`src/fcst_pkg.sv`:
```
// types, constants and helpers for the flow credit status tracker
// no dependencies
package fcst_pkg;

    localparam int NUM_FLOWS          = 1024;
    localparam int MULTICAST_FLOWS    = 4;
    localparam int EMPTY_CREDIT_LIMIT = 64;
    localparam int FLOW_W             = 10;
    localparam int ADDR_W             = $clog2(NUM_FLOWS);
    localparam int AMT_W              = 16;
    localparam int CNT_W              = 32;
    localparam int CFG_IDX_W          = 4;

    typedef logic [1:0] t_func;
    localparam t_func FN_ENQ    = 2'd0;
    localparam t_func FN_DEQ    = 2'd1;
    localparam t_func FN_CREDIT = 2'd2;

    typedef enum logic [1:0] {
        ST_OFF    = 2'd0,
        ST_SLOW   = 2'd1,
        ST_NORMAL = 2'd2
    } t_status;

    typedef logic [CFG_IDX_W-1:0] t_cfg_idx;
    localparam t_cfg_idx REG_BACKOFF_EXIT  = 4'd0;
    localparam t_cfg_idx REG_BACKLOG_EXIT  = 4'd1;
    localparam t_cfg_idx REG_OFF_TO_NORMAL = 4'd2;
    localparam t_cfg_idx REG_OFF_TO_SLOW   = 4'd3;
    localparam t_cfg_idx REG_SLOW_TO_NORM  = 4'd4;
    localparam t_cfg_idx REG_NORM_TO_SLOW  = 4'd5;
    localparam t_cfg_idx REG_BACKLOG_OFF   = 4'd6;
    localparam t_cfg_idx REG_BACKOFF       = 4'd7;

    typedef struct packed {
        logic [CNT_W-1:0] backoff_exit;
        logic [CNT_W-1:0] backlog_exit;
        logic [CNT_W-1:0] off_to_normal;
        logic [CNT_W-1:0] off_to_slow;
        logic [CNT_W-1:0] slow_to_normal;
        logic [CNT_W-1:0] normal_to_slow;
        logic [CNT_W-1:0] backlog_off;
        logic [CNT_W-1:0] backoff;
    } t_limits;

    // one memory word per flow
    typedef struct packed {
        logic [CNT_W-1:0] depth;
        logic [CNT_W-1:0] bal;
        t_status          status;
    } t_entry;

    localparam int ENTRY_W = $bits(t_entry);

    function automatic logic signed [CNT_W:0] sx33(input logic [CNT_W-1:0] v);
        return $signed({v[CNT_W-1], v});
    endfunction

    // clamp a 33-bit result back to the 32-bit signed range
    function automatic logic [CNT_W-1:0] sat32(input logic [CNT_W:0] v);
        logic [CNT_W-1:0] res;
        if (v[CNT_W] != v[CNT_W-1]) begin
            res = v[CNT_W] ? {1'b1, {(CNT_W-1){1'b0}}} : {1'b0, {(CNT_W-1){1'b1}}};
        end else begin
            res = v[CNT_W-1:0];
        end
        return res;
    endfunction

endpackage

```
`src/fcst_cfg.sv`:
```
// threshold register file, written through the plain config port
// depends on fcst_pkg
module fcst_cfg
    import fcst_pkg::*;
(
    input  logic             i_clk,
    input  logic             i_rst_n,
    input  logic             i_cfg_we,
    input  t_cfg_idx         i_cfg_idx,
    input  logic [CNT_W-1:0] i_cfg_data,
    output t_limits          o_limits
);

    t_limits r_limits;
    t_limits n_limits;

    always_comb begin
        n_limits = r_limits;
        if (i_cfg_we) begin
            unique case (i_cfg_idx)
                REG_BACKOFF_EXIT:  n_limits.backoff_exit   = i_cfg_data;
                REG_BACKLOG_EXIT:  n_limits.backlog_exit   = i_cfg_data;
                REG_OFF_TO_NORMAL: n_limits.off_to_normal  = i_cfg_data;
                REG_OFF_TO_SLOW:   n_limits.off_to_slow    = i_cfg_data;
                REG_SLOW_TO_NORM:  n_limits.slow_to_normal = i_cfg_data;
                REG_NORM_TO_SLOW:  n_limits.normal_to_slow = i_cfg_data;
                REG_BACKLOG_OFF:   n_limits.backlog_off    = i_cfg_data;
                REG_BACKOFF:       n_limits.backoff        = i_cfg_data;
                default: ;
            endcase
        end
    end

    always_ff @(posedge i_clk) begin
        if (!i_rst_n) begin
            r_limits <= '0;
        end else begin
            r_limits <= n_limits;
        end
    end

    assign o_limits = r_limits;

endmodule

```
`config.mk`:
```
export PLATFORM = sky130hd
export DESIGN_NAME = fcst_cfg
export DESIGN_NICKNAME = d
export VERILOG_FILES = /design/src/fcst_pkg.sv /design/src/fcst_cfg.sv
export SDC_FILE = /design/constraint.sdc
export NUM_CORES = 1
export LEC_CHECK = 0
export BUFFER_PORTS_ARGS = -buffer_cell sky130_fd_sc_hd__buf_4
export CAP_MARGIN = 20
export CORE_MARGIN = 2
export CORE_UTILIZATION = 50
export DETAILED_ROUTE_END_ITERATION = 8
export HOLD_SLACK_MARGIN = 0.15
export PLACE_DENSITY = 0.79
export SLEW_MARGIN = 20
export SYNTH_ARGS = -nofsm -noshare
export SYNTH_HDL_FRONTEND = slang
export SYNTH_SLANG_ARGS = --single-unit
```
`constraint.sdc`:
```
create_clock -name i_clk -period 1.33 [get_ports i_clk]
set_input_delay 0.1995 -clock i_clk [delete_from_list [all_inputs] [get_ports i_clk]]
set_output_delay 0.1995 -clock i_clk [all_outputs]
set_load 0.02 [all_outputs]
```
# Word-level counts from Yosys, hierarchy flattened
# Cells that the tools add are included.
[word_totals] reg_bits=256 input_bits=39 wordCells=24
[op_classes] n_eq_ne=7 n_reduce_logical=9
[ops] operator="equality test 4 x 3 -> 1 bit (second input constant)" n=4
[ops] operator="AND reduction 2 bit" n=8
[ops] operator="equality test 4 x 2 -> 1 bit (second input constant)" n=2
[ops] operator="equality test 4 x 1 -> 1 bit (second input constant)" n=1
[ops] operator="logical NOT 4 bit" n=1

# Logic depth before layout (Yosys ltp)
[depth] word_depth=2 ltp_mapped=5 ltp_nobuf=3

# Worst setup path before layout
# Ideal clock, no wire load.
[synth_timing] path_type="input to register" startpoint="input port i_cfg_idx[3]" endpoint="register r_limits, in the netlist o_limits[100]" t_arrival_ns=1.046 path_slack_ns=0.158 stages=5 path_buffers=2 cell_sequence="nand3b_4 > or3_1 > buf_6 > buf_6 > mux2i_1"
[synth_between] elab_chain_len=2
[synth_lines] element="start: declaration" line_no="fcst_cfg.sv:9" text="input t_cfg_idx i_cfg_idx,"
[synth_lines] element="equality test 4 x 3 -> 1 bit" line_no="fcst_cfg.sv:20" text="unique case (i_cfg_idx)"
[synth_lines] element="AND reduction 2 bit (no line)"
[synth_lines] element="end signal: assignment" line_no="fcst_cfg.sv:38" text="r_limits <= n_limits;"
[synth_lines] element="end: declaration" line_no="fcst_cfg.sv:14" text="t_limits r_limits;"
# Every way passes these cells.
# A chain may end at the register's enable or synchronous reset.

# Worst setup path in the final report
[layout_timing] startpoint="register r_limits, in the netlist o_limits[255]" endpoint="output port o_limits[255] in the netlist's numbering"
[layout_rtl] element="end: declaration" line_no="fcst_cfg.sv:11" text="output t_limits o_limits"
# No word-level cell between the ends.

==> impl_metrics.json <==
{
  "status": "finished clean",
  "power_frac_clock": 0.446,
  "setup_tns_ns": 0,
  "fmax_mhz": 802,
  "overflow": 0,
  "die_w_um": 140,
  "net-switching-power_mw": 3.53,
  "areaGrowthSynthToFinish_pct": 37.4,
  "syn_avg_cell_area_um2": 10.5,
  "grt.total_usage": 0.250,
  "clock_sinks": 256,
  "core_mm2": 0.0180,
  "worstSetupEndpointType": "primary output",
  "drtAntennaViolNets": 0,
  "clk_latency_ns": 0.50,
  "worst_ep_arrival_time_ns": 1.05,
  "power.share.combinational": 0.063,
  "rows": 49,
  "antenna_found_initial": 0,
  "vdd_drop_max_mv": 1.10,
  "fill_cells": 1362,
  "ff_latch_area_mm2": 0.00512,
  "wl_per_cell_um": 18.1,
  "required_ns": 1.13,
  "slew_headroom": 0.711,
  "cts_max_level": 1,
  "ys_seq_elements": 256,
  "diodes": 0,
  "hold_violations": 0,
  "whs_ns": 0.155,
  "crit_path_end": "o_limits[255]",
  "ys_warn_count": 0,
  "vias_per_cell": 5.12,
  "cts_setup_buffers": 0,
  "dieArea_mm2": 0.0195,
  "final_common_cell": "buf_4",
  "multi_input_area_mm2": 0.00376,
  "finalClockSkew_ns": 0,
  "yosysSeqAreaShare": 0.556,
  "path_cells": "buf_4",
  "power_density_mw_per_mm2": 1260,
  "die_h_um": 140,
  "drtPass1Iterations": 4,
  "power.internal_mw": 12.4,
  "crit_cells": 1,
  "crit_start": "o_limits[255]",
  "gp_congestion": 0.780,
  "hp-class": "input port to register",
  "setup-violations-final": 0,
  "final_area_mm2": 0.0127,
  "cts_root_buffer": "clkbuf_16",
  "cts_hold_buf": 3,
  "tightest_slew_ns": 0.433,
  "grt_pass1_vias": 7194,
  "dpl.hpwl_um": 17900,
  "routed_wl_um": 25700,
  "largest_reg_flops": 256,
  "worstSetupPathType": "register to primary output",
  "synth.net_count": 913,
  "r2r_end": "o_limits[5]",
  "p_seq_frac": 0.491,
  "numPortBuffers": 294,
  "cts_tree": "built",
  "vias": 7268,
  "clk_pin_slew_worst_paths_ns": 0.07,
  "cts_resized": 0,
  "postPlaceCellArea_mm2": 0.0118,
  "period_share": 0.938,
  "grt_max_degree": 51,
  "cap_viol_max_count": 0,
  "crit_buf_inv": 1,
  "ctsLongestPathBuffers": 3,
  "nNetsFinal": 1212,
  "cp_slowest_stage_delay_ns": 0.38,
  "grt_pass1_wl_um": 39600,
  "mostFrequentLayoutCells": "buf_4, nand2_1, mux2i_1, dfxtp_1, clkbuf_16",
  "drive_gt1_frac": 0.316,
  "swShare": 0.222,
  "cts_made_buffers": 25,
  "io_pins": 295,
  "drt_iter0_drc": 240,
  "r2r-start": "o_limits[5]",
  "startpoint_type": "register",
  "remaining_drc_errors": 0,
  "cp_top_family": "flip-flops",
  "crit_slowest_cell": "dfxtp_1",
  "synthDistinctLibCells": 15,
  "netlist_instances": 874,
  "finalCriticalPeriod_ns": 1.25,
  "rsz0062_at_grt": "false",
  "crit_fanout": 2,
  "finalMaxSlewViolations": 0,
  "r2r_slack_ns": 0.65,
  "reg2reg_depth": 2,
  "final_cells": 1420,
  "start_util": 0.511,
  "postLayoutCoreUtil": 0.703,
  "post-place-cells": 1372,
  "syn_area_mm2": 0.00922,
  "leakagePower_nw": 6.11
}
cell families after synthesis:
logic type	count (synthesis)	synth area share
buf+inv	62	0.0390
flops	256	0.556
simple gates	300	0.127
mux	256	0.278
per-layer routing:
layer / global-route usage / wire (µm) / up-vias
met4: 0.0732 / 673 / 0
met3: 0.0637 / 1970 / 38
li1: - / - / 3476
met2: 0.428 / 12300 / 240
met5: 0 / 0 / -
met1: 0.313 / 10700 / 3514
worst min-delay path: stages:
cell	delay (ns)
buf_4	0.08
nand2_1	0.17
mux2i_1	0.17
power by group through the flow:
| stage | Combinational, mW | Clock (mW) | Sequential [mW] |
|---|---|---|---|
| 2_1_floorplan | 0.401 | 0 | 8.11 |
| 3_3_place_gp | 0.982 | 0 | 7.99 |
| 3_5_place_dp | 0.990 | 0 | 7.99 |
| 4_1_cts | 1.00 | 7.21 | 7.82 |
| 5_1_grt | 1.06 | 7.50 | 7.83 |
| 6_report | 0.996 | 7.11 | 7.82 |
layout make-up:
class                   count  share of cell area
clock buffers              40              0.0594
clock inverters             5             0.00612
multi-input cells         556               0.296
flip-flops and latches    256               0.405
well taps                 229              0.0226
repair buffers            334               0.211
synthesized netlist by cell type:
library cell,n,area share
nand2_1,290,0.12
dfxtp_1,256,0.56
mux2i_1,256,0.28
clkbuf_1,21,0.0086
buf_4,16,0.013
buf_2,11,0.0060
buf_1,7,0.0029
buf_6,7,0.0086
nand3b_1,2,0.0016
nor2_1,2,0.00081
nor3b_1,2,0.0016
and3_1,1,0.00068
nand3b_4,1,0.0022
nor3b_2,1,0.0014
or3_1,1,0.00068
metrics by stage:
step / power (mW) / setup WS (ns)
after floorplan: 8.51 / 0.158
after global placement: 8.97 / -0.123
after detailed placement: 8.98 / -0.204
after CTS: 16.0 / 0.0775
after global routing: 16.4 / 0.0486
final: 15.9 / 0.0827
worst min path at each step:
stage / from / end / cells after the start
after floorplan: i_cfg_data[4] / o_limits[100] / 2
after global placement: o_limits[32] / o_limits[32] / 2
after detailed placement: o_limits[134] / o_limits[134] / 2
after CTS: i_cfg_data[19] / o_limits[211] / 3
after global routing: i_cfg_data[10] / o_limits[170] / 4
final: i_cfg_data[19] / o_limits[211] / 3
(Power assumes the default switching activity.)
