--- src/fcst_pkg.sv ---
// types, constants and helpers for the flow credit status tracker
// no dependencies
package fcst_pkg;

    localparam int NUM_FLOWS          = 1024;
    localparam int MULTICAST_FLOWS    = 4;
    localparam int EMPTY_CREDIT_LIMIT = 64;
    localparam int FLOW_W             = 10;
    localparam int ADDR_W             = $clog2(NUM_FLOWS);
    localparam int AMT_W              = 16;
    localparam int CNT_W              = 32;
    localparam int CFG_IDX_W          = 4;

    typedef logic [1:0] t_func;
    localparam t_func FN_ENQ    = 2'd0;
    localparam t_func FN_DEQ    = 2'd1;
    localparam t_func FN_CREDIT = 2'd2;

    typedef enum logic [1:0] {
        ST_OFF    = 2'd0,
        ST_SLOW   = 2'd1,
        ST_NORMAL = 2'd2
    } t_status;

    typedef logic [CFG_IDX_W-1:0] t_cfg_idx;
    localparam t_cfg_idx REG_BACKOFF_EXIT  = 4'd0;
    localparam t_cfg_idx REG_BACKLOG_EXIT  = 4'd1;
    localparam t_cfg_idx REG_OFF_TO_NORMAL = 4'd2;
    localparam t_cfg_idx REG_OFF_TO_SLOW   = 4'd3;
    localparam t_cfg_idx REG_SLOW_TO_NORM  = 4'd4;
    localparam t_cfg_idx REG_NORM_TO_SLOW  = 4'd5;
    localparam t_cfg_idx REG_BACKLOG_OFF   = 4'd6;
    localparam t_cfg_idx REG_BACKOFF       = 4'd7;

    typedef struct packed {
        logic [CNT_W-1:0] backoff_exit;
        logic [CNT_W-1:0] backlog_exit;
        logic [CNT_W-1:0] off_to_normal;
        logic [CNT_W-1:0] off_to_slow;
        logic [CNT_W-1:0] slow_to_normal;
        logic [CNT_W-1:0] normal_to_slow;
        logic [CNT_W-1:0] backlog_off;
        logic [CNT_W-1:0] backoff;
    } t_limits;

    // one memory word per flow
    typedef struct packed {
        logic [CNT_W-1:0] depth;
        logic [CNT_W-1:0] bal;
        t_status          status;
    } t_entry;

    localparam int ENTRY_W = $bits(t_entry);

    function automatic logic signed [CNT_W:0] sx33(input logic [CNT_W-1:0] v);
        return $signed({v[CNT_W-1], v});
    endfunction

    // clamp a 33-bit result back to the 32-bit signed range
    function automatic logic [CNT_W-1:0] sat32(input logic [CNT_W:0] v);
        logic [CNT_W-1:0] res;
        if (v[CNT_W] != v[CNT_W-1]) begin
            res = v[CNT_W] ? {1'b1, {(CNT_W-1){1'b0}}} : {1'b0, {(CNT_W-1){1'b1}}};
        end else begin
            res = v[CNT_W-1:0];
        end
        return res;
    endfunction

endpackage

--- src/fcst_update.sv ---
// saturating depth and balance update for one event
// depends on fcst_pkg
module fcst_update
    import fcst_pkg::*;
(
    input  t_func            i_func,
    input  logic [AMT_W-1:0] i_amount,
    input  logic [CNT_W-1:0] i_depth,
    input  logic [CNT_W-1:0] i_bal,
    output logic [CNT_W-1:0] o_depth,
    output logic [CNT_W-1:0] o_bal
);

    logic signed [CNT_W:0] amt;
    logic signed [CNT_W:0] d;
    logic signed [CNT_W:0] b;

    always_comb begin
        amt = $signed({{(CNT_W + 1 - AMT_W){1'b0}}, i_amount});
        d   = sx33(i_depth);
        b   = sx33(i_bal);
        o_depth = i_depth;
        o_bal   = i_bal;
        case (i_func)
            FN_ENQ: begin
                o_depth = sat32(d + amt);
            end
            FN_DEQ: begin
                o_depth = sat32(d - amt);
                o_bal   = sat32(b - amt);
            end
            FN_CREDIT: begin
                o_bal = sat32(b + amt);
            end
            default: ;
        endcase
    end

endmodule

--- config.mk ---
export PLATFORM = sky130hd
export DESIGN_NAME = fcst_update
export DESIGN_NICKNAME = d
export VERILOG_FILES = /design/src/fcst_pkg.sv /design/src/fcst_update.sv
export SDC_FILE = /design/constraint.sdc
export NUM_CORES = 1
export LEC_CHECK = 0
export ABC_CLOCK_PERIOD_IN_PS = 4700
export BUFFER_PORTS_ARGS = -buffer_cell sky130_fd_sc_hd__buf_2
export CAP_MARGIN = 10
export CORE_UTILIZATION = 55
export DETAILED_ROUTE_END_ITERATION = 7
export GPL_TIMING_DRIVEN = 0
export MAX_ROUTING_LAYER = met4
export PLACE_DENSITY_LB_ADDON = 0.12
export SYNTH_ARGS = -nofsm -noshare
export SYNTH_HDL_FRONTEND = slang
export SYNTH_SLANG_ARGS = --single-unit
--- constraint.sdc ---
create_clock -name vclk -period 4.7
set_input_delay 0.94 -clock vclk [all_inputs]
set_output_delay 0.94 -clock vclk [all_outputs]
set_load 0.01 [all_outputs]
======== Word-level counts from Yosys, hierarchy flattened ========
Index checks and enable logic that the tools add are counted.
operators by class
  add/sub/neg operators ................... 4
  equality and inequality tests ........... 6
  mux-type cells .......................... 10
  reductions and logical operators ........ 1
operators by type and width
  cell                  number
  $mux W32              8
  $pmux W32 S2          2
  $add A32 B17 Y33      2
  $sub A32 B17 Y33      2
  $ne A1 B1 Y1          4
  $eq A2 B1 Y1 const B  1
  $eq A2 B2 Y1 const B  1
  $logic_not A2 Y1      1
word-level totals
  flip-flop bits (word level) ............. 0
  input bits .............................. 82
  output and inout port bits .............. 64
  word-level logic and storage cells ...... 21

======== Logic depth before layout (Yosys ltp) ========
  depth in word-level cells ............... 4
  depth in mapped cells ................... 14
  depth with buffers taken out ............ 12

======== Least setup slack after synthesis ========
OpenSTA, ideal clock, no wires.
  kind .................................... input -> output
  start ................................... in i_amount[0]
  end ..................................... out o_depth[10]
  arrival ................................. 3.557 ns
  data required time ...................... 3.760 ns
  slack ................................... 0.203 ns
  cell stages on the path ................. 14
  buffers on the path ..................... 2
  path through ............................ ha_1 -> inv_1 -> fa_1 -> or2_2 -> a221oi_1 -> o211ai_1 -> a21oi_1 -> o21ai_0 -> xnor2_1 -> nand2b_1 -> buf_2 -> buf_4 -> a21oi_1 -> a221o_1
on the way
  cells in the longest elaborated chain, start to end .. 4
  elaborated cells on any way between the ends .. 9
  classes of those cells .................. 2 x add/sub; 2 x eq/ne; 5 x mux
ends and longest elaborated chain
  element                                               line                                  text
  start, declared                                       fcst_update.sv:7                      input logic [AMT_W-1:0] i_amount,
  $sub A32 B17 Y33 or $add A32 B17 Y33 (tied branches)  fcst_update.sv:29, fcst_update.sv:26
  $mux W32 or $ne A1 B1 Y1 (tied branches)              fcst_pkg.sv:63, fcst_pkg.sv:62
  $mux W32                                              fcst_pkg.sv:62                        if (v[CNT_W] != v[CNT_W-1]) begin
  $pmux W32 S2 (*)                                      fcst_update.sv:24                     case (i_func)
  end, declared                                         fcst_update.sv:10                     output logic [CNT_W-1:0] o_depth,
Every way passes the cells marked *; elsewhere a longest branch is shown, timed or not.

======== Worst setup path in the final report ========
  start ................................... in i_amount[0]
  end ..................................... out o_depth[30]
Same word-level chain as after synthesis.

==> results.json <==
{
  "first_pass_iters": 7,
  "fillers": 804,
  "cp.required_ns": 3.76,
  "antenna_found_initial": 0,
  "hold_class": "primary input to output pin",
  "cpPeakStageDelay_ns": 0.41,
  "grt_pass1_wl_um": 41400,
  "grt_pass1_vias": 8119,
  "synth_cells": 1018,
  "core_sq_um": 11400,
  "wl_met3_um": 3610,
  "first_iter_violations": 970,
  "chipHeight_um": 110,
  "die_w_um": 110,
  "maxSlewViolCount": 0,
  "path_class": "primary input to output pin",
  "num_rows": 39,
  "p_clk_frac": 0,
  "tightest_slew_ns": 0.942,
  "via_per_inst": 6.85,
  "diodes": 0,
  "fin_crit_sh": 1.02,
  "syn_nets": 1171,
  "mostFrequentLayoutCell": "buf_2",
  "drt_wl_total_um": 28600,
  "syn_area_sq_um": 6470,
  "die_area_sq_um": 12200,
  "drv_cap": 0,
  "fmax_mhz": 208,
  "netSwitchingFraction": 0.580,
  "worst_setup_path_end_kind": "output pin",
  "hold_end": "o_depth[0]",
  "synth.distinct_cells": 86,
  "rsz0062_at_grt": "true",
  "routed-via-count": 9325,
  "worstPathArrival_ns": 3.87,
  "yosys.area.top_type": "ha_1",
  "ant_nets": 0,
  "min_period_ns": 4.81,
  "path_max_fanout": 5,
  "slowest_stage": "or3_1",
  "p_seq_frac": 0,
  "grt_usage": 0.419,
  "power.total_mw": 1.15,
  "status": "complete, but fails checks",
  "avgRoutedWirePerCell_um": 21.0,
  "p_sw_uw": 668,
  "mostFrequentLayoutCells": "buf_2 (137), nand2_1 (80), o21ai_0 (78)",
  "dp_slack_ns": -1.02,
  "crit_top_cell": "or3_1",
  "hold_viol": 0,
  "ir_drop_v": 0.0000881,
  "place_hpwl_um": 19300,
  "highest_layer": "met4",
  "cp-start-kind": "primary input",
  "cts_hold_buf": 0,
  "design.seq.count": 0,
  "nClkBuffers": 0,
  "grt_max_degree": 11,
  "p_leak_nw": 3.90,
  "synth_top_area_share": 0.130,
  "cellPowerDensity_nw_per_um2": 127,
  "p_int_uw": 484,
  "grt_overflow": 0,
  "ys_seq_area_frac": 0,
  "comb_power_share": 1.000,
  "setup_viol": 36,
  "io_pins": 146,
  "wl_met1_um": 10800,
  "drcViolationCount": 0,
  "gp_congestion": 1.01,
  "timing.hold.worst.start": "i_depth[0]",
  "setup_ws_ns": -0.109,
  "yosysWarnings": 0,
  "violations": "setup timing",
  "start_util": 0.567,
  "avgSynthCellArea_sq_um": 6.36,
  "crit_chain": "buf_12, ha_4, inv_2, fa_2, or2_4, a221oi_4, o211ai_1, a21oi_2, o21ai_1, or3_1, or3_1, nand4_1, buf_2",
  "io_buffers": 138,
  "multi_input_area_sq_um": 6840,
  "drive_gt1_frac": 0.350,
  "register_area_sq_um": 0,
  "area_growth_pct": 40.7,
  "synth_area_leaders": "ha_1 (13%), xnor2_1 (7.9%), a21oi_1 (7.5%)",
  "whs_path_depth": 4,
  "fin_nets": 1374,
  "maxSlewHeadroom": 0.366,
  "wl_met2_um": 12600
}
## final cells by class
cell class,count,share of cell area
Multi-Input combinational cell,880,0.752
Buffer,58,0.0482
Timing Repair Buffer,214,0.152
Inverter,67,0.0284
Tap cell,143,0.0197
## cells by family (layout without fill, tap and decap cells)
kind of cell    count (synthesis)  count (layout)  share of synthesized area
compound gates                381             381                      0.390
simple gates                  356             356                      0.277
buf+inv                       138             339                     0.0919
fa+ha+maj                      71              71                      0.142
xor+xnor                       70              70                     0.0959
mux                             2               2                    0.00309
## layer usage
metal  GRT usage  vias up
li1            -     4145
met1       0.543     4226
met2       0.643      763
met3      0.0735      191
met4       0.167        0
met5           -        -
## through the flow
step,TNS [ns],utilization,area (sq um),cells,hold WS [ns]
global placement,-39.78,0.643,7340,1299,2.22
global route,-6.14,0.797,9100,1362,2.23
finish,-1.30,0.797,9100,1362,2.20
floorplan,0,-,6470,1018,2.01
CTS,-0.0406,0.718,8200,1331,2.21
detailed placement,-41.56,0.643,7340,1299,2.22
## timing repair
action | CTS | global route
endpoints found under the setup margin | 64 | 64
buffers inserted | 40 | 31
pin swaps | 40 | 67
cloned | 3 | 4
gates resized for setup | 143 | 163
## synth_stat cells (all sizes together) (4+ instances only)
master  number
o21ai      100
a21oi       99
nand2       86
nor2        86
ha          67
inv         66
xnor2       59
nand3       43
clkbuf      38
nor3        37
buf         33
o211ai      22
a31oi       21
a21o        20
a221o       17
nor2b       16
nor4        13
o21a        13
or3         13
and3        12
nand2b      12
xor2        11
or2         10
a211oi       9
a21boi       9
o31ai        8
nand4        7
o21bai       7
or4          7
o22a         5
o31a         5
a211o        4
a31o         4
fa           4
o311ai       4
## worst max path at each step
stage	from	endpoint	slack, ns	depth (start not counted)
floorplan	i_amount[0]	o_depth[10]	0.20	14
global placement	i_amount[1]	o_depth[30]	-0.97	13
detailed placement	i_amount[1]	o_depth[30]	-1.02	13
CTS	i_bal[0]	o_bal[25]	-0.02	15
global route	i_amount[6]	o_bal[25]	-0.19	13
finish	i_amount[0]	o_depth[30]	-0.11	13
## power by group through the flow
| stage | clock [mW] | sequential [mW] | combinational [mW] |
|---|---|---|---|
| global placement | 0 | 0 | 0.881 |
| global route | 0 | 0 | 1.22 |
| floorplan | 0 | 0 | 0.613 |
| CTS | 0 | 0 | 0.982 |
| finish | 0 | 0 | 1.15 |
| detailed placement | 0 | 0 | 0.884 |
## worst max-delay path: cells and delay by family
family | cells | cell delay (ns)
AO/OA/AOI/OAI | 4 | 1.11
adder cells (fa/ha/maj) | 2 | 0.46
buffers and inverters | 3 | 0.26
AND/OR/NAND/NOR | 4 | 1.10
(Power assumes the default switching activity.)
