[src/fcst_pkg.sv]
// types, constants and helpers for the flow credit status tracker
// no dependencies
package fcst_pkg;

    localparam int NUM_FLOWS          = 1024;
    localparam int MULTICAST_FLOWS    = 4;
    localparam int EMPTY_CREDIT_LIMIT = 64;
    localparam int FLOW_W             = 10;
    localparam int ADDR_W             = $clog2(NUM_FLOWS);
    localparam int AMT_W              = 16;
    localparam int CNT_W              = 32;
    localparam int CFG_IDX_W          = 4;

    typedef logic [1:0] t_func;
    localparam t_func FN_ENQ    = 2'd0;
    localparam t_func FN_DEQ    = 2'd1;
    localparam t_func FN_CREDIT = 2'd2;

    typedef enum logic [1:0] {
        ST_OFF    = 2'd0,
        ST_SLOW   = 2'd1,
        ST_NORMAL = 2'd2
    } t_status;

    typedef logic [CFG_IDX_W-1:0] t_cfg_idx;
    localparam t_cfg_idx REG_BACKOFF_EXIT  = 4'd0;
    localparam t_cfg_idx REG_BACKLOG_EXIT  = 4'd1;
    localparam t_cfg_idx REG_OFF_TO_NORMAL = 4'd2;
    localparam t_cfg_idx REG_OFF_TO_SLOW   = 4'd3;
    localparam t_cfg_idx REG_SLOW_TO_NORM  = 4'd4;
    localparam t_cfg_idx REG_NORM_TO_SLOW  = 4'd5;
    localparam t_cfg_idx REG_BACKLOG_OFF   = 4'd6;
    localparam t_cfg_idx REG_BACKOFF       = 4'd7;

    typedef struct packed {
        logic [CNT_W-1:0] backoff_exit;
        logic [CNT_W-1:0] backlog_exit;
        logic [CNT_W-1:0] off_to_normal;
        logic [CNT_W-1:0] off_to_slow;
        logic [CNT_W-1:0] slow_to_normal;
        logic [CNT_W-1:0] normal_to_slow;
        logic [CNT_W-1:0] backlog_off;
        logic [CNT_W-1:0] backoff;
    } t_limits;

    // one memory word per flow
    typedef struct packed {
        logic [CNT_W-1:0] depth;
        logic [CNT_W-1:0] bal;
        t_status          status;
    } t_entry;

    localparam int ENTRY_W = $bits(t_entry);

    function automatic logic signed [CNT_W:0] sx33(input logic [CNT_W-1:0] v);
        return $signed({v[CNT_W-1], v});
    endfunction

    // clamp a 33-bit result back to the 32-bit signed range
    function automatic logic [CNT_W-1:0] sat32(input logic [CNT_W:0] v);
        logic [CNT_W-1:0] res;
        if (v[CNT_W] != v[CNT_W-1]) begin
            res = v[CNT_W] ? {1'b1, {(CNT_W-1){1'b0}}} : {1'b0, {(CNT_W-1){1'b1}}};
        end else begin
            res = v[CNT_W-1:0];
        end
        return res;
    endfunction

endpackage

[src/fcst_eval.sv]
// off/slow/normal request status evaluation against the thresholds
// depends on fcst_pkg
module fcst_eval
    import fcst_pkg::*;
(
    input  t_status          i_old,
    input  logic [CNT_W-1:0] i_depth,
    input  logic [CNT_W-1:0] i_bal,
    input  t_limits          i_limits,
    output t_status          o_next
);

    localparam logic [CNT_W-1:0] EMPTY_LIM = CNT_W'(EMPTY_CREDIT_LIMIT);

    logic signed [CNT_W:0] d;
    logic signed [CNT_W:0] b;
    logic signed [CNT_W:0] dmb;
    logic signed [CNT_W:0] bmd;
    logic                  can_leave_off;

    always_comb begin
        d   = sx33(i_depth);
        b   = sx33(i_bal);
        dmb = d - b;
        bmd = b - d;
        can_leave_off = (d > 0) && (b < sx33(i_limits.backoff_exit))
                        && (bmd < sx33(i_limits.backlog_exit));
        o_next = i_old;
        case (i_old)
            ST_OFF: begin
                if (can_leave_off && dmb > sx33(i_limits.off_to_normal)) begin
                    o_next = ST_NORMAL;
                end else if (can_leave_off && dmb > sx33(i_limits.off_to_slow)) begin
                    o_next = ST_SLOW;
                end
            end
            default: begin
                if (i_old == ST_SLOW && dmb > sx33(i_limits.slow_to_normal)) begin
                    o_next = ST_NORMAL;
                end else if (i_old != ST_SLOW && dmb < sx33(i_limits.normal_to_slow)) begin
                    o_next = ST_SLOW;
                end else if (d == 0) begin
                    // empty queue: drop out only once enough credit piled up
                    if (b >= sx33(EMPTY_LIM)) begin
                        o_next = ST_OFF;
                    end
                end else if (bmd >= sx33(i_limits.backlog_off)) begin
                    o_next = ST_OFF;
                end else if (b >= sx33(i_limits.backoff)) begin
                    o_next = ST_OFF;
                end
            end
        endcase
    end

endmodule

[config.mk]
export PLATFORM = sky130hd
export DESIGN_NAME = fcst_eval
export DESIGN_NICKNAME = d
export VERILOG_FILES = /design/src/fcst_pkg.sv /design/src/fcst_eval.sv
export SDC_FILE = /design/constraint.sdc
export NUM_CORES = 1
export LEC_CHECK = 0
export ABC_AREA = 1
export BUFFER_PORTS_ARGS = -buffer_cell sky130_fd_sc_hd__buf_2
export CAP_MARGIN = 25
export CORE_MARGIN = 3
export CORE_UTILIZATION = 37
export DETAILED_ROUTE_END_ITERATION = 8
export PLACE_DENSITY = 0.64
export SYNTH_ARGS = -nofsm -noshare
export SYNTH_HDL_FRONTEND = slang
export SYNTH_SLANG_ARGS = --single-unit
[constraint.sdc]
create_clock -name vclk -period 3.5
set_clock_uncertainty 0.05 [all_clocks]
set_input_delay 0 -clock vclk [all_inputs]
set_output_delay 0 -clock vclk [all_outputs]
set_load 0.02 [all_outputs]
## Word-level counts from Yosys, hierarchy flattened

Cells that the tools add are included.

- Flip-flop bits (word level): 0
- Bits of input ports: 322
- Output and inout bits: 2
- Word-level logic and storage cells: 31

- $add $sub $neg: 2
- Order comparisons: 10
- Eq/ne operators: 2
- Multiplexer cells: 9
- Reductions and logical operators: 8

Operators by type and width:

| kind | count |
|---|---|
| $gt 33x32->1 | 3 |
| $lt 33x32->1 | 2 |
| $sub 32x32->33 | 2 |
| $ge 33x32->1 | 1 |
| $logic_not 33->1 | 1 |
| $ge 32x32->1 | 1 |
| $ge 32x8->1 const B | 1 |
| $gt 32x1->1 const B | 1 |
| $lt 32x32->1 | 1 |
| $mux 2 | 9 |
| $logic_and 1x1->1 | 6 |
| $eq 2x1->1 const B | 1 |
| $logic_not 2->1 | 1 |
| $ne 2x1->1 const B | 1 |

## Longest topological paths before layout

Gate-level depths: netlist of run 1.

- Depth after elaboration: 7
- Depth in mapped cells: 31
- Depth with buffers taken out: 30

## Least setup slack after synthesis of run 1

Ideal clock, no wire load.

- Path kind: input port to output port
- From: in i_bal[0]
- To: out o_next[0]
- Arrival: 3.055 ns
- Data required time: 3.450 ns
- Path slack: 0.395 ns
- Stages on the path: 29
- Path buffers: 0
- Path through: inv_1 -> ha_1 -> inv_1 -> fa_1 -> inv_1 -> o21ai_0 -> a21oi_1 -> o211ai_2 -> nand2_1 -> o211ai_2 -> o21ai_1 -> inv_1 -> ha_1 -> nand2_1 -> nor2_1 -> nand2_1 -> nor2_1 -> nand2_1 -> nor2_1 -> nor2_1 -> nand2_1 -> nand2_1 -> nand2_1 -> nand3_1 -> nand2_1 -> nand2_1 -> nand2_1 -> nand2_1 -> nand2_1

- Word-level cells in the longest chain between the ends: 7
- Elaborated cells on any way between the ends: 26
- Classes of those cells: 2 x add/sub; 9 x order compare; 9 x mux; 6 x reduce/logical

RTL lines:

| element | RTL line | RTL |
|---|---|---|
| from (decl) | fcst_eval.sv:8 | `input logic [CNT_W-1:0] i_bal,` |
| $sub 32x32->33, or another cell as far along | fcst_eval.sv:25 | `bmd = b - d;` |
| $ge 33x32->1, or another cell as far along | fcst_eval.sv:47 | `end else if (bmd >= sx33(i_limits.backlog_off)) begin` |
| $mux 2 / $logic_and 1x1->1 (equally long branches) | fcst_eval.sv:47, fcst_eval.sv:27 |  |
| $mux 2 / $logic_and 1x1->1 (equally long branches) | fcst_eval.sv:42, fcst_eval.sv:33 |  |
| $mux 2, on equally long branches | fcst_eval.sv:40, fcst_eval.sv:33 |  |
| $mux 2, on equally long branches | fcst_eval.sv:38, fcst_eval.sv:31 |  |
| $mux 2 * | fcst_eval.sv:29 | `case (i_old)` |
| to (decl) | fcst_eval.sv:10 | `output t_status o_next` |

Mark *: on every way between the ends. The rest lies on a longest branch, timed or not.

## Worst setup path after layout of run 1

- From: in i_bal[21]
- To: out o_next[0]

Same word-level chain as after synthesis.

==> results.yml, run 1 <==
synthesis:
  syn_inst: 1812
  synth_top_family_by_area: "adder cells"
  synth_top_area_frac: 0.364
  yosys_warnings: 0
  synthTopCellsByCount: "inv_1, ha_1, nand2_1, a21oi_1, nor2_1"
  syn-cell-area_sq_um: 11100
  ys_types: 49
  synthSimpleGateAreaFrac: 0.230
  avgSynthCellArea_sq_um: 6.12
  synth_top_cell_by_area: "ha_1"
  synth_fp_nets: 2459
  synth-xor-area-share: 0.0474
  yosysSeqAreaShare: 0
  synth_compound_area_frac: 0.192
  yosysMostFrequentCell: "inv_1"
  synth_adder_area_share: 0.368
  synth.area.mux_share: 0
  synthTopCellsByArea: "ha_1, inv_1, nand2_1, a21oi_1, xor2_1"
critical_path:
  path_class: "primary input to output pin"
  end_kind: "output pin"
  worstPathRequired_ns: 3.45
  cp_num_buf_inv: 8
  worstPathCellList: "buf_2, buf_4, inv_1, ha_1, a21o_1, a21oi_1, inv_1, buf_4, a221oi_4, o31ai_4, xor2_2, buf_4, ha_1, nand2_1, inv_1, nand4_1, nor3_2, nand3b_1, nand3_1, nor2_1, nor2_1, nand3_1, nand2_2, buf_6"
  slowest_stage: "a221oi_4"
  crit_fanout: 3
  critPathTopFamily: "simple AND/OR/NAND/NOR gates"
  critPathLaunchType: "primary input"
  arrival_ns: 3.46
  slowest_delay_ns: 0.30
timing:
  tightest_slew_ns: 0.699
  fin_ws_ns: -0.00870
  tns_ns: -0.0150
  hold_ws_ns: 0.451
  max_slew_margin: 0.528
  setup_viol: 2
  min_period_ns: 3.51
  timing.final.crit_share: 1.00
  rsz0062_at_grt: "yes"
  fmax_mhz: 285
  timing.final.max_slew_violations: 0
  finalHoldViolations: 0
cells_and_area:
  drive_gt1_frac: 0.375
  nets: 3096
  stdcell_area_sq_um: 17000
  seq_area_sq_um: 0
  utilization: 0.584
  design.seq.count: 0
  nClkBuffers: 0
  area_growth_pct: 53.2
route:
  routedWlPerCell_microns: 16.2
  via_per_inst: 5.01
  initialDrtViolationCount: 709
  drtPass1Iterations: 7
  postRouteAntennaNets: 0
  vias: 14176
  drcViolationCount: 0
  wirelength_microns: 45800
min_path:
  hp-start: "i_old[1]"
  min_path_cells: 6
  min_to: "o_next[0]"
  min_path_type: "primary input to output pin"
flow_run:
  drv_cap: 0
global_routing:
  first_global_vias: 14004
  grt_overflow_total: 0
  grt_pass1_wl_microns: 68900
  antenna_found_initial: 2
  grt_max_degree: 7
  grtUsageTotal: 0.269
die:
  die_x_microns: 179
  ios: 324
  die_height_microns: 179
  die-area_sq_um: 32100
  start_util: 0.381
  rows: 62
  fp.coreArea_sq_um: 29100
power_and_ir_drop:
  powerDensity_nw_per_um2: 230
  cellLeakagePower_uw: 0.00990
  ir_drop_uv: 76.8
run_status:
  status: "complete, but fails checks"
  failed_checks: "negative setup slack"
place:
  gp_congestion: 1.02
  dp_hpwl_microns: 41300
  io_buffers: 324
  placed_cell_area_sq_um: 15400
clocking:
  ctsHoldBuffers: 0
layout by cell type (no fill, tap or decap), types with 7 or more instances in the layout:
| master | instances |
|---|---|
| a21oi_4 | 7 |
| nor4_1 | 13 |
| o21ai_2 | 10 |
| o21a_1 | 9 |
| nand2_1 | 289 |
| buf_6 | 9 |
| a21oi_2 | 41 |
| a21o_1 | 12 |
| xor2_2 | 10 |
| a21oi_1 | 159 |
| buf_2 | 315 |
| ha_4 | 29 |
| nand4_1 | 49 |
| nand3_1 | 35 |
| o211ai_1 | 9 |
| inv_2 | 28 |
| o21ai_1 | 24 |
| nand2_2 | 29 |
| nand3b_1 | 7 |
| ha_1 | 285 |
| xor2_1 | 38 |
| buf_4 | 325 |
| o21ai_0 | 53 |
| nor2_1 | 85 |
| ha_2 | 9 |
| nor3_1 | 19 |
| inv_1 | 420 |
| nor2_2 | 30 |
| nor2_4 | 14 |
cells by family after synthesis:
logic type / Yosys count
buf+inv: 471
simple gates: 588
compound gates: 368
fa+ha+maj: 325
xor+xnor: 60
layer usage:
| layer | wire (microns) | part of all wire | global-route usage | vias to the layer above |
|---|---|---|---|---|
| li1 | - | - | - | 7192 |
| met1 | 20000 | 0.44 | 0.342 | 6432 |
| met2 | 21600 | 0.47 | 0.493 | 475 |
| met3 | 2820 | 0.062 | 0.0184 | 73 |
| met4 | 1330 | 0.029 | 0.0635 | 4 |
| met5 | 33 | 0.00072 | 0 | - |
final cells by class:
class	instances	area [sq um]
Fill cell	2820	12100
Timing Repair Buffer	656	4240
Tap cell	384	480
Multi-Input combinational cell	1341	10600
Antenna cell	1	2.50
Inverter	450	1690
power by group:
group          internal [uW]  switching [uW]  total [uW]
clock network      0.0000385               0   0.0000385
logic                   1780            2120        3900
registers                  0               0           0
total                   1780            2120        3900
how the worst max path moves through the flow:
| stage | startpoint | to | depth (start not counted) |
|---|---|---|---|
| after global routing | i_depth[6] | o_next[1] | 25 |
| after floorplan | i_bal[0] | o_next[0] | 29 |
| after global placement | i_bal[3] | o_next[0] | 26 |
| after detailed placement | i_depth[5] | o_next[1] | 26 |
| final | i_bal[21] | o_next[0] | 24 |
| after CTS | i_depth[1] | o_next[1] | 26 |
stage by stage:
step	instances	setup slack [ns]	total power [uW]
after floorplan	1812	0.395	1900
after global placement	2801	-0.450	3310
after detailed placement	2801	-0.479	3410
after CTS	2819	-0.0364	3680
after global routing	2831	-0.219	4330
final	2832	-0.00870	3900
timing repair:
item	4_1_cts	5_1_grt
hold endpoints to repair	0	0
endpoints found under the setup margin	2	2
pin swaps	79	54
buffers inserted	20	13
resized for setup	180	121
(Power assumes the default switching activity.)
==> run 2: changes to the inputs <==
--- a/config.mk
+++ b/config.mk
@@ -11,7 +11,7 @@
 export CORE_MARGIN = 3
 export CORE_UTILIZATION = 37
 export DETAILED_ROUTE_END_ITERATION = 8
-export PLACE_DENSITY = 0.64
+export PLACE_DENSITY_LB_ADDON = 0.1
 export SYNTH_ARGS = -nofsm -noshare
 export SYNTH_HDL_FRONTEND = slang
 export SYNTH_SLANG_ARGS = --single-unit
==> run 2 against run 1 <==
  * Die area unchanged
  * First-iteration DRC count decreased by 16%
  * Non-clock buffer count increased by 29
  * Cell count increased by 0.99%
  * Worst hold slack got worse by 0.0050 ns
  * Largest power group unchanged
  * Total power increased by 5.7%
  * Sequential share of layout area unchanged
  * Setup slack got worse by 0.086 ns
  * Wire length increased by 0.16%
  * The flow still finishes with violations (negative setup slack)
  * Flip-flop and latch count unchanged
==> results.yml, run 2 (synthesis results as in run 1) <==
power_and_ir_drop:
  powerDensity_nw_per_um2: 232
  total_power_uw: 4120
  ir_drop_uv: 87.3
  cellLeakagePower_uw: 0.0101
critical_path:
  worstPathRequired_ns: 3.45
  critPathLaunchType: "primary input"
  crit_fanout: 5
  arrival_ns: 3.55
  path_class: "primary input to output pin"
  end_kind: "output pin"
die:
  start_util: 0.381
  fp.coreArea_sq_um: 29100
  die_height_microns: 179
  rows: 62
  die_x_microns: 179
  die-area_sq_um: 32100
  ios: 324
global_routing:
  grtUsageMet2: 0.476
  antenna_found_initial: 0
  grt_overflow_total: 0
  top_usage_layer: "met2"
  use_met3: 0.0159
  grtUsageTotal: 0.264
  met1_usage: 0.343
  grt_pass1_wl_microns: 67500
  grt_max_degree: 7
  first_global_vias: 13830
timing:
  fin_ws_ns: -0.0952
  rsz0062_at_grt: "yes"
  timing.final.max_slew_violations: 0
  tightest_slew_ns: 0.714
  finalHoldViolations: 0
  hold_ws_ns: 0.446
  max_slew_margin: 0.519
  fmax_mhz: 278
  setup_viol: 2
  timing.final.crit_share: 1.03
  min_period_ns: 3.60
cells_and_area:
  drive_gt1_frac: 0.417
  area_growth_pct: 60.5
  layout_commonest_cell: "inv_1"
  stdcell_area_sq_um: 17800
  utilization: 0.612
  seq_area_sq_um: 0
  final_cell_mix: "inv_1, buf_4, buf_2"
  nets: 3125
  design.seq.count: 0
  antenna_cells: 0
  nClkBuffers: 0
place:
  gp_congestion: 0.979
  dp_hpwl_microns: 40500
  dp_slack_ns: -0.631
  io_buffers: 324
  placed_cell_area_sq_um: 15500
route:
  initialDrtViolationCount: 593
  postRouteAntennaNets: 0
  drcViolationCount: 0
  routedWlPerCell_microns: 16.0
  via_per_inst: 4.91
  vias: 14049
  drtPass1Iterations: 5
  wirelength_microns: 45900
clocking:
  ctsHoldBuffers: 0
run_status:
  status: "complete, but fails checks"
  failed_checks: "negative setup slack"
flow_run:
  drv_cap: 0
min_path:
  min_path_type: "primary input to output pin"
[run 2: per-layer routing]
metal  part of all wire  vias to the layer above  routed length, microns
met3              0.054                       80                    2460
li1                   -                     7242                       -
met2               0.47                      424                   21700
met5                  0                        -                       0
met4              0.031                        0                    1450
met1               0.44                     6303                   20300
[run 2: worst paths after layout]
path              startpoint        end  slack [ns]  cells past startpoint
hold / removal      i_old[1]  o_next[0]        0.45                      6
setup / recovery  i_depth[2]  o_next[0]        -0.1                     25
[run 2: critical path, stage by stage]
cell and delay [ns]:
buf_2 0.11, inv_1 0.10, ha_4 0.24, a21oi_1 0.35, o21ai_2 0.17, a21oi_2 0.28
o31ai_4 0.11, buf_4 0.15, buf_4 0.12, xor2_1 0.16, ha_1 0.28, nand2_1 0.06
nor2_1 0.17, nand4_1 0.10, inv_1 0.13, nand2_1 0.07, nand2_1 0.11, nand2_1 0.08
nand4_1 0.09, nand3_1 0.09, nor2_2 0.12, buf_4 0.14, nand3_1 0.07, nand2_2 0.09
buf_6 0.12
[run 2: what timing repair did]
| action | 4_1_cts | 5_1_grt |
|---|---|---|
| resized for setup | 185 | 239 |
| setup endpoints to repair | 2 | 2 |
| pin swaps | 84 | 120 |
| setup buffers | 25 | 21 |
[run 2: layout make-up]
cell class | instances | area, sq um
repair buffers | 685 | 4480
well taps | 384 | 480
multi-input cells | 1341 | 11100
fillers | 2832 | 11300
inverters | 450 | 1700
[run 2: per-stage QoR]
stage                     instances  setup TNS, ns
after floorplan                1812              0
after global placement         2820          -1.19
after detailed placement       2820          -1.23
after CTS                      2843        -0.0663
after global routing           2860         -0.481
final                          2860         -0.159
[run 2: power by group]
group          internal, uW  switching, uW  leakage (uW)  total, uW
logic                  1910           2220        0.0101       4120
clock network             0              0             0          0
registers                 0              0             0          0
